--- src/modexp_pkg.sv ---
package modexp_pkg;

   // Width of every word on the ports; fixed by the interface.
   localparam int unsigned FIELD_W = 32;

   // Default width of the internal arithmetic.
   localparam int unsigned MODEXP_WIDTH = 32;

   // Sequencer codes.
   localparam logic [2:0] ST_IDLE   = 3'd0;
   localparam logic [2:0] ST_REDUCE = 3'd1;
   localparam logic [2:0] ST_CHECK  = 3'd2;
   localparam logic [2:0] ST_MUL    = 3'd3;
   localparam logic [2:0] ST_SQR    = 3'd4;
   localparam logic [2:0] ST_FINISH = 3'd5;

endpackage

--- src/modular_exponentiation.sv ---
// Sequence: the base is reduced first, then each pass over an exponent bit takes a check and a
// bit-serial pass (a multiply if the bit is set, a square if set bits remain), and a last check
// and a handover to the output register follow. The block takes one word per exponentiation,
// and takes the next word only after the result has been handed to the output register.
// Reset (synchronous, active high) empties the sequencer and the result register and sets the
// modulus to 1.
module modular_exponentiation
   import modexp_pkg::*;
#(
   parameter int unsigned WIDTH = MODEXP_WIDTH
) (
   input  logic               clock,
   input  logic               reset,
   // configuration: the modulus
   input  logic               csr_wr_en,
   input  logic [FIELD_W-1:0] csr_wr_data,
   // request words
   input  logic               req_valid,
   output logic               req_stall,
   input  logic [FIELD_W-1:0] req_base,
   input  logic [FIELD_W-1:0] req_exponent,
   // response words
   output logic               rsp_valid,
   input  logic               rsp_stall,
   output logic [FIELD_W-1:0] rsp_power
);

   localparam int unsigned CNT_W = $clog2(WIDTH);

   // Control state.
   logic [2:0]       state_ff, state_in;
   logic [CNT_W-1:0] cnt_ff, cnt_in;
   logic             rsp_valid_ff, rsp_valid_in;
   logic [WIDTH-1:0] modulus_ff, modulus_in;

   // Datapath registers.
   logic [WIDTH-1:0]   sq_ff, sq_in;        // current square of the base
   logic [WIDTH-1:0]   acc_ff, acc_in;      // running result
   logic [WIDTH-1:0]   exp_ff, exp_in;      // exponent bits still to scan
   logic [WIDTH-1:0]   part_ff, part_in;    // partial product of the running pass
   logic [WIDTH-1:0]   mplr_ff, mplr_in;    // multiplier, scanned from the top bit down
   logic [WIDTH-1:0]   mcand_ff, mcand_in;  // multiplicand
   logic [FIELD_W-1:0] rsp_power_ff, rsp_power_in;

   // Shared modular step unit.
   logic [WIDTH-1:0] addend;
   logic [WIDTH+1:0] step_sum;
   logic [WIDTH+1:0] mod_ext;
   logic [WIDTH+1:0] mod2_ext;
   logic [WIDTH-1:0] step_out;

   logic req_take;
   logic rsp_take;
   logic pass_last;

   // Every pass is the same interleaved loop: part = (2 * part + bit * mcand) mod modulus,
   // one multiplier bit per cycle from the top. Reducing the base is the same loop with
   // the base as multiplier and 1 as multiplicand, which feeds the base in one bit at a time.
   // As part and mcand never exceed the modulus, the sum stays below three times the
   // modulus, so one subtraction of the modulus or of twice the modulus finishes the step.
   // A modulus of zero makes both subtractions vanish and the truncation to WIDTH bits
   // gives the product modulo 2^WIDTH.
   assign addend   = mplr_ff[WIDTH-1] ? mcand_ff : '0;
   assign step_sum = {1'b0, part_ff, 1'b0} + {2'b00, addend};
   assign mod_ext  = {2'b00, modulus_ff};
   assign mod2_ext = {1'b0, modulus_ff, 1'b0};

   always_comb begin
      priority if (step_sum >= mod2_ext) begin
         step_out = WIDTH'(step_sum - mod2_ext);
      end else if (step_sum >= mod_ext) begin
         step_out = WIDTH'(step_sum - mod_ext);
      end else begin
         step_out = WIDTH'(step_sum);
      end
   end

   // The block takes a new word only with the sequencer idle; a finished result may still
   // wait in the output register meanwhile.
   assign req_stall = (state_ff != ST_IDLE);
   assign req_take  = req_valid && !req_stall;
   assign rsp_take  = rsp_valid_ff && !rsp_stall;
   assign pass_last = (cnt_ff == '0);

   always_comb begin
      state_in     = state_ff;
      cnt_in       = cnt_ff;
      rsp_valid_in = rsp_valid_ff;
      modulus_in   = modulus_ff;
      sq_in        = sq_ff;
      acc_in       = acc_ff;
      exp_in       = exp_ff;
      part_in      = part_ff;
      mplr_in      = mplr_ff;
      mcand_in     = mcand_ff;
      rsp_power_in = rsp_power_ff;

      if (csr_wr_en) begin
         modulus_in = WIDTH'(csr_wr_data);
      end

      if (rsp_take) begin
         rsp_valid_in = 1'b0;
      end

      unique case (state_ff)
         ST_IDLE: begin
            if (req_take) begin
               // Start reducing the base modulo the modulus.
               acc_in   = WIDTH'(1);
               exp_in   = WIDTH'(req_exponent);
               part_in  = '0;
               mplr_in  = WIDTH'(req_base);
               mcand_in = WIDTH'(1);
               cnt_in   = CNT_W'(WIDTH - 1);
               state_in = ST_REDUCE;
            end
         end

         ST_REDUCE, ST_MUL, ST_SQR: begin
            part_in = step_out;
            mplr_in = mplr_ff << 1;
            cnt_in  = cnt_ff - 1'b1;
            if (pass_last) begin
               if (state_ff == ST_MUL) begin
                  acc_in = step_out;
               end else begin
                  sq_in = step_out;
               end
               state_in = ST_CHECK;
            end
         end

         ST_CHECK: begin
            part_in = '0;
            cnt_in  = CNT_W'(WIDTH - 1);
            priority if (exp_ff == '0) begin
               state_in = ST_FINISH;
            end else if (exp_ff[0]) begin
               // Fold the current square into the result, then clear the bit so that the
               // next check moves on to squaring, or finishes if no set bits remain.
               mplr_in   = sq_ff;
               mcand_in  = acc_ff;
               exp_in[0] = 1'b0;
               state_in  = ST_MUL;
            end else if (exp_ff[WIDTH-1:1] == '0) begin
               // No set bits left, so the final square is never needed.
               exp_in   = '0;
               state_in = ST_FINISH;
            end else begin
               mplr_in  = sq_ff;
               mcand_in = sq_ff;
               exp_in   = exp_ff >> 1;
               state_in = ST_SQR;
            end
         end

         ST_FINISH: begin
            // Wait until the output register is free or being emptied in this cycle.
            if (!rsp_valid_ff || !rsp_stall) begin
               rsp_power_in = FIELD_W'(acc_ff);
               rsp_valid_in = 1'b1;
               state_in     = ST_IDLE;
            end
         end

         default: begin
            state_in = ST_IDLE;
         end
      endcase
   end

   always_ff @(posedge clock) begin
      if (reset) begin
         state_ff     <= ST_IDLE;
         cnt_ff       <= '0;
         rsp_valid_ff <= 1'b0;
         modulus_ff   <= WIDTH'(1);
      end else begin
         state_ff     <= state_in;
         cnt_ff       <= cnt_in;
         rsp_valid_ff <= rsp_valid_in;
         modulus_ff   <= modulus_in;
      end
   end

   always_ff @(posedge clock) begin
      sq_ff        <= sq_in;
      acc_ff       <= acc_in;
      exp_ff       <= exp_in;
      part_ff      <= part_in;
      mplr_ff      <= mplr_in;
      mcand_ff     <= mcand_in;
      rsp_power_ff <= rsp_power_in;
   end

   assign rsp_valid = rsp_valid_ff;
   assign rsp_power = rsp_power_ff;

endmodule

--- config.mk ---
export PLATFORM = sky130hd
export DESIGN_NAME = modular_exponentiation
export DESIGN_NICKNAME = d
export VERILOG_FILES = /design/src/modexp_pkg.sv /design/src/modular_exponentiation.sv
export SDC_FILE = /design/constraint.sdc
export NUM_CORES = 1
export LEC_CHECK = 0
export ABC_AREA = 1
export BUFFER_PORTS_ARGS = -buffer_cell sky130_fd_sc_hd__buf_2
export CAP_MARGIN = 20
export CORE_ASPECT_RATIO = 1.2
export CORE_UTILIZATION = 55
export CTS_BUF_LIST = sky130_fd_sc_hd__clkbuf_2 sky130_fd_sc_hd__clkbuf_4 sky130_fd_sc_hd__clkbuf_8
export DETAILED_ROUTE_END_ITERATION = 10
export GPL_TIMING_DRIVEN = 0
export PLACE_DENSITY = 0.74
export REMOVE_ABC_BUFFERS = 1
export SETUP_SLACK_MARGIN = 0.15
export SYNTH_ARGS = -nofsm -noshare
export SYNTH_HDL_FRONTEND = slang
export SYNTH_SLANG_ARGS = --single-unit
--- constraint.sdc ---
create_clock -name clock -period 9.73 [get_ports clock]
set_input_delay 0.973 -clock clock [delete_from_list [all_inputs] [get_ports clock]]
set_output_delay 0.973 -clock clock [all_outputs]
set_load 0.1 [all_outputs]
==> results.md, run 1 <==
- Max Transition Viols Final: 0
- Total count of hold-check failures in the final report: 0
- Summed instance area of the synthesized netlist: 17,400 sq um
- Worst setup slack after layout: 3.76 ns
- Avg Synthesized Cell Area: 7.63 sq um
- WP data required: 10.00 ns
- Setup repair after global routing missed its margin: false
- Number of cells traversed by the worst register-to-register path: 29
- Gate count of the mapped netlist: 2,286
- Wire length of the first global-routing pass: 81,300 um
- Maximum achievable frequency: 167 MHz
- WHS Endpoint: rsp_power[19]
- GRT Overall Usage: 0.330
- H-tree lvl count: 2
- Worst r2r src: mplr_ff[31]
- Detailed-route via count: 15,800
- Core Footprint: 31,300 sq um
- Most repeated cell in the gate-level netlist after synthesis: nand2_1
- Remaining number of nets flagged by the antenna check after routing: 0
- # DRC: 0
- Count of unique library cells instantiated by Yosys: 50
- RR Endpoint: acc_ff[23]
- Post-Place Worst Slack: 3.78 ns
- Crit path max-delay cell type: a21boi_4
- Clock buffer depth: 3
- Count of endpoints failing setup in the final report: 0
- Commonest register cell after synthesis: edfxtp_1
- Worst max-slew margin expressed relative to the limit: 0.276
- Clock-pin transition on the worst setup and hold timing paths: 0.06 ns
- Total number of yosys warnings: 0
- Hold Worst Slack: 0.449 ns
- Share of final-layout standard cells stronger than drive strength 1: 0.114
- Post-synthesis cell type with the largest combined area: edfxtp_1
- Worst slew pin tran: 1.08 ns
- Startpoint-to-endpoint class of the critical path: reg2reg
- Count of flip-flops with a built-in enable after synthesis: 224
- Post-detailed-route via-to-cell ratio: 5.52
- Number of global-route vias before repair: 15,500
- Highest Signal Layer: met4
- Share of the clock period used by the worst path: 0.614
- Type of the most critical hold path: reg2reg
- Leading cell types by count after synthesis: nand2_1, inv_1, edfxtp_1
- Number of register bits inferred by synthesis: 265
- FF-to-FF setup slack: 3.76 ns
- Last weighted congestion value of the routability-driven placer: 1.03
- Clk_skew: 0.0324 ns
- Port Buffer Count: 134
- Synth-to-Final Area Change: 12.9%
- Most frequent cell on the critical path: nand2_1
- Drt pass-1 iters: 5
- Fin crit period: 5.97 ns
- Leading post-synthesis cells by cell area: edfxtp_1, nand2_1, inv_1
- Utilization of the core after routing: 0.630
- Maxcap violations: 0
- Critical path startpoint category: register
- Fraction of synthesized cell area taken by the top area cell type: 0.386
- Post-route met1 wirelength: 21,900 um
- WP data arrival: 6.24 ns
- Violation count after the first detailed-routing iteration: 1,227
- Gr ovfl total: 0
- Kind of end point of the critical path: register
- Resize count post-CTS: 0
- Master cell of the clock root buffer: clkbuf_8
- Die width: 165 um
- Largest stage delay, worst path: 0.85 ns
- Hold path depth: 0
- Crit-path max FO: 35
- Part of the Yosys area used for sequential elements: 0.433
- # Post-CTS Setup Buffers: 0
- Vertical extent of the die: 197 um
- CTS Hold Bufs: 0
- Total length of routed met3 wires: 2860 um
- Met2 WL post-DR: 26,300 um
- Count of pins on the block boundary: 135
- Clock buffer count from CTS: 41
- Initial standard-cell utilization of the core: 0.558
- Number of rows in the core area: 71
- Worst min-delay path startpoint: acc_ff[19]
- Clock latency at the later pin of the worst-skew pair: 0.59 ns
- Async S/R FF share, synth: 0
- Run status: finished, final reports clean
- Die area: 32,400 sq um
- Half-perimeter wire length of the detailed placement result: 42,800 um
- Clock sinks: 265
- Number of nets in the finished design: 2,630
- Pin count of the biggest net entering global routing: 56
- Average detailed-routed wire length per instance: 18.7 um
- Count of antenna diodes in the layout: 0
- Detailed-route wire length: 53,300 um
- Total Neg Setup Slack: 0 ns
- CTS tree: yes
- Initial antenna violation count: 0
## sequential cells by signal (all words and copies together) (netlist names)
| name | cells |
|---|---|
| exp_ff | 32 |
| rsp_power | 32 |
| acc_ff | 32 |
| sq_ff | 32 |
| state_ff | 3 |
| part_ff | 32 |
| cnt_ff | 5 |
| mplr_ff | 32 |
| rsp_valid | 1 |
| mcand_ff | 32 |
| modulus_ff | 32 |
## cell type report
type	instances	area, sq um
Fill cell	2786	11600
Multi-Input combinational cell	1635	8450
Sequential cell	265	7550
Inverter	333	1250
Timing Repair Buffer	153	1060
Clock buffer	50	632
Tap cell	401	502
Clock inverter	22	256
## worst max-delay path, delay by kind of cell, from the launching register on
family	cells	cell delay, ns
AO/OA/AOI/OAI	2	1.04
XOR/XNOR	1	0.43
adder cells (fa/ha/maj)	3	0.98
buffers and inverters	5	0.51
flip-flops	1	0.62
AND/OR/NAND/NOR	18	2.04
## worst max path at each step
stage	from	end	slack, ns	depth (start not counted)
3_5_place_dp	mplr_ff[31]	acc_ff[21]	3.78	29
3_3_place_gp	state_ff[2]	exp_ff[29]	-0.24	7
2_1_floorplan	state_ff[2]	exp_ff[10]	3.30	7
4_1_cts	mplr_ff[31]	part_ff[21]	3.77	29
5_1_grt	mplr_ff[31]	acc_ff[23]	3.25	29
6_report	mplr_ff[31]	acc_ff[23]	3.76	29
## layout by cell type, fill, tap and decap left out, types with 21 or more instances in the layout
cell	n
o21ai_0	82
o21bai_1	21
xor2_1	51
nand2_1	702
ha_1	97
edfxtp_1	224
dfxtp_1	41
inv_1	325
nand3_1	192
clkbuf_8	41
nor2_1	183
nor3_1	25
a21oi_1	154
buf_2	134
## stage by stage
| stage | std cells | instance area [sq um] |
|---|---|---|
| after floorplan | 2233 | 17200 |
| after global placement | 2768 | 18400 |
| after detailed placement | 2787 | 18800 |
| after CTS | 2859 | 19700 |
| after global routing | 2859 | 19700 |
| final | 2859 | 19700 |
## kinds of logic (layout without fill, tap and decap cells)
kind of cell / after synthesis / after routing / synth area share
xor+xnor: 66 / 66 / 0.0331
flops: 265 / 265 / 0.433
buf+inv: 386 / 558 / 0.0862
fa+ha+maj: 100 / 100 / 0.0730
simple gates: 1183 / 1183 / 0.286
mux: 1 / 1 / 0.000574
compound gates: 285 / 285 / 0.0890
## metal layers
metal  global-route usage  vias up
li1                     -     7756
met4                0.147        0
met1                0.397     7380
met5                    0        -
met2                0.586      522
met3               0.0393      118
Power of run 1 is not shown: default switching activity piles up to over one toggle a cycle in this logic, so the estimate is an artifact.
==> run 2, diff against run 1 <==
==> constraint.sdc (replaced) <==
create_clock -name clock -period 5.5 [get_ports clock]
set_input_delay 0.55 -clock clock [delete_from_list [all_inputs] [get_ports clock]]
set_output_delay 0.55 -clock clock [all_outputs]
set_load 0.1 [all_outputs]
==> results.md, run 2 (synthesis gave the netlist of run 1 again) <==
- Run status: finished, final reports clean
- Fin crit period: 5.10 ns
- H-tree lvl count: 2
- Setup repair after global routing missed its margin: false
- Pin count of the biggest net entering global routing: 56
- CP top delay family: simple AND/OR/NAND/NOR gates
- Initial antenna violation count: 0
- Average detailed-routed wire length per instance: 19.0 um
- # DRC: 0
- Crit path max-delay cell type: edfxtp_1
- Wire length of the first global-routing pass: 82,500 um
- Crit-path max FO: 24
- Count of endpoints failing setup in the final report: 0
- Total count of hold-check failures in the final report: 0
- Master cell of the clock root buffer: clkbuf_8
- Initial standard-cell utilization of the core: 0.558
- Synth-to-Final Area Change: 14.9%
- WP data arrival: 5.37 ns
- Half-perimeter wire length of the detailed placement result: 42,800 um
- Post-detailed-route via-to-cell ratio: 5.52
- Total placed cells including tap cells: 2,787
- Most common library cell in the layout ignoring fill and taps: nand2_1
- Largest stage delay, worst path: 0.46 ns
- CTS tree: yes
- Count of antenna diodes in the layout: 0
- Startpoint-to-endpoint class of the critical path: reg2reg
- Drt pass-1 iters: 6
- Count of pins on the block boundary: 135
- Remaining number of nets flagged by the antenna check after routing: 0
- Clock buffer depth: 3
- Core Footprint: 31,300 sq um
- Critical path startpoint category: register
- Hold Worst Slack: 0.185 ns
- Highest-count cells in the layout ignoring fill and taps: nand2_1, inv_1, edfxtp_1, nand3_1, nor2_1
- Utilization of the core after routing: 0.641
- Last weighted congestion value of the routability-driven placer: 1.03
- Share of final-layout standard cells stronger than drive strength 1: 0.133
- Max Transition Viols Final: 0
- Most frequent cell on the critical path: nand2_1
- Die width: 165 um
- Clock sinks: 265
- GRT Overall Usage: 0.337
- Number of global-route vias before repair: 15,600
- Number of rows in the core area: 71
- Clock buffer count from CTS: 41
- Gr ovfl total: 0
- Kind of end point of the critical path: register
- Total Neg Setup Slack: 0 ns
- Clock latency at the later pin of the worst-skew pair: 0.58 ns
- Filler instances: 2,772
- Violation count after the first detailed-routing iteration: 1,184
- Worst slew pin tran: 0.939 ns
- Clock-pin transition on the worst setup and hold timing paths: 0.06 ns
- Worst max-slew margin expressed relative to the limit: 0.373
- Area of the multi-input gates: 8680 sq um
- Vertical extent of the die: 197 um
- Share of the clock period used by the worst path: 0.928
- Filler-free cell count of the finished design: 2,872
- Die area: 32,400 sq um
- Clk_skew: 0.0313 ns
- WP data required: 5.77 ns
- Number of nets in the finished design: 2,643
- Port Buffer Count: 134
- Buffers & Inverters on Critical Path: 8
- Maxcap violations: 0
- Register area: 7550 sq um
- Detailed-route via count: 15,800
- Detailed-route wire length: 54,500 um
- Type of the most critical hold path: in2reg
- Maximum achievable frequency: 196 MHz
-- run 2: changes by cell type in the layout (fill, tap and decap cells not counted), moves of 3 or more --
cell,change
a21oi_2,+3
buf_12,+3
buf_4,+8
ha_1,-6
nand2_1,-12
xor2_1,-6
nand2_2,+9
inv_1,-3
a21oi_1,-3
inv_2,+3
ha_2,+4
xor2_2,+4
-- run 2: path summary, 6_finish.rpt --
kind                        from            end  slack (ns)  depth (start not counted)
setup / recovery     mplr_ff[31]     acc_ff[19]        0.40                         33
setup reg to reg     mplr_ff[31]     acc_ff[19]        0.40                         33
hold / removal    csr_wr_data[0]  modulus_ff[0]        0.18                          3
hold reg to reg       acc_ff[19]  rsp_power[19]        0.45                          0
-- run 2: cell type report --
class / count / area share
Tap cell: 401 / 0.0250
Clock inverter: 22 / 0.0128
Clock buffer: 50 / 0.0315
Inverter: 333 / 0.0626
Multi-Input combinational cell: 1637 / 0.433
Sequential cell: 265 / 0.376
Timing Repair Buffer: 164 / 0.0588
-- run 2: what timing repair did --
action                                  in CTS  in global routing
setup buffers                                6                  5
pin swaps                                    2                  4
endpoints found under the setup margin      96                 91
hold buffers                                 0                  0
cloned                                       2                  0
gates resized for setup                      4                 44
-- run 2: metrics by stage --
stage	setup slack (ns)	cell area, sq um
floorplan	-0.930	17200
global placement	-4.47	18400
detailed placement	-0.446	18800
CTS	0.120	19800
global route	0.140	20100
finish	0.398	20100
-- run 2: worst min-delay path, delay by kind of cell --
kind	cells	cell delay (ns)
simple gates	2	0.10
buf+inv	1	0.07
-- run 2: metal layers --
| layer | global-route usage | part of all wire |
|---|---|---|
| met5 | 0 | 0 |
| met4 | 0.153 | 0.045 |
| met3 | 0.0399 | 0.058 |
| met2 | 0.600 | 0.50 |
| met1 | 0.401 | 0.40 |
Power of run 2 is left out for the same reason.
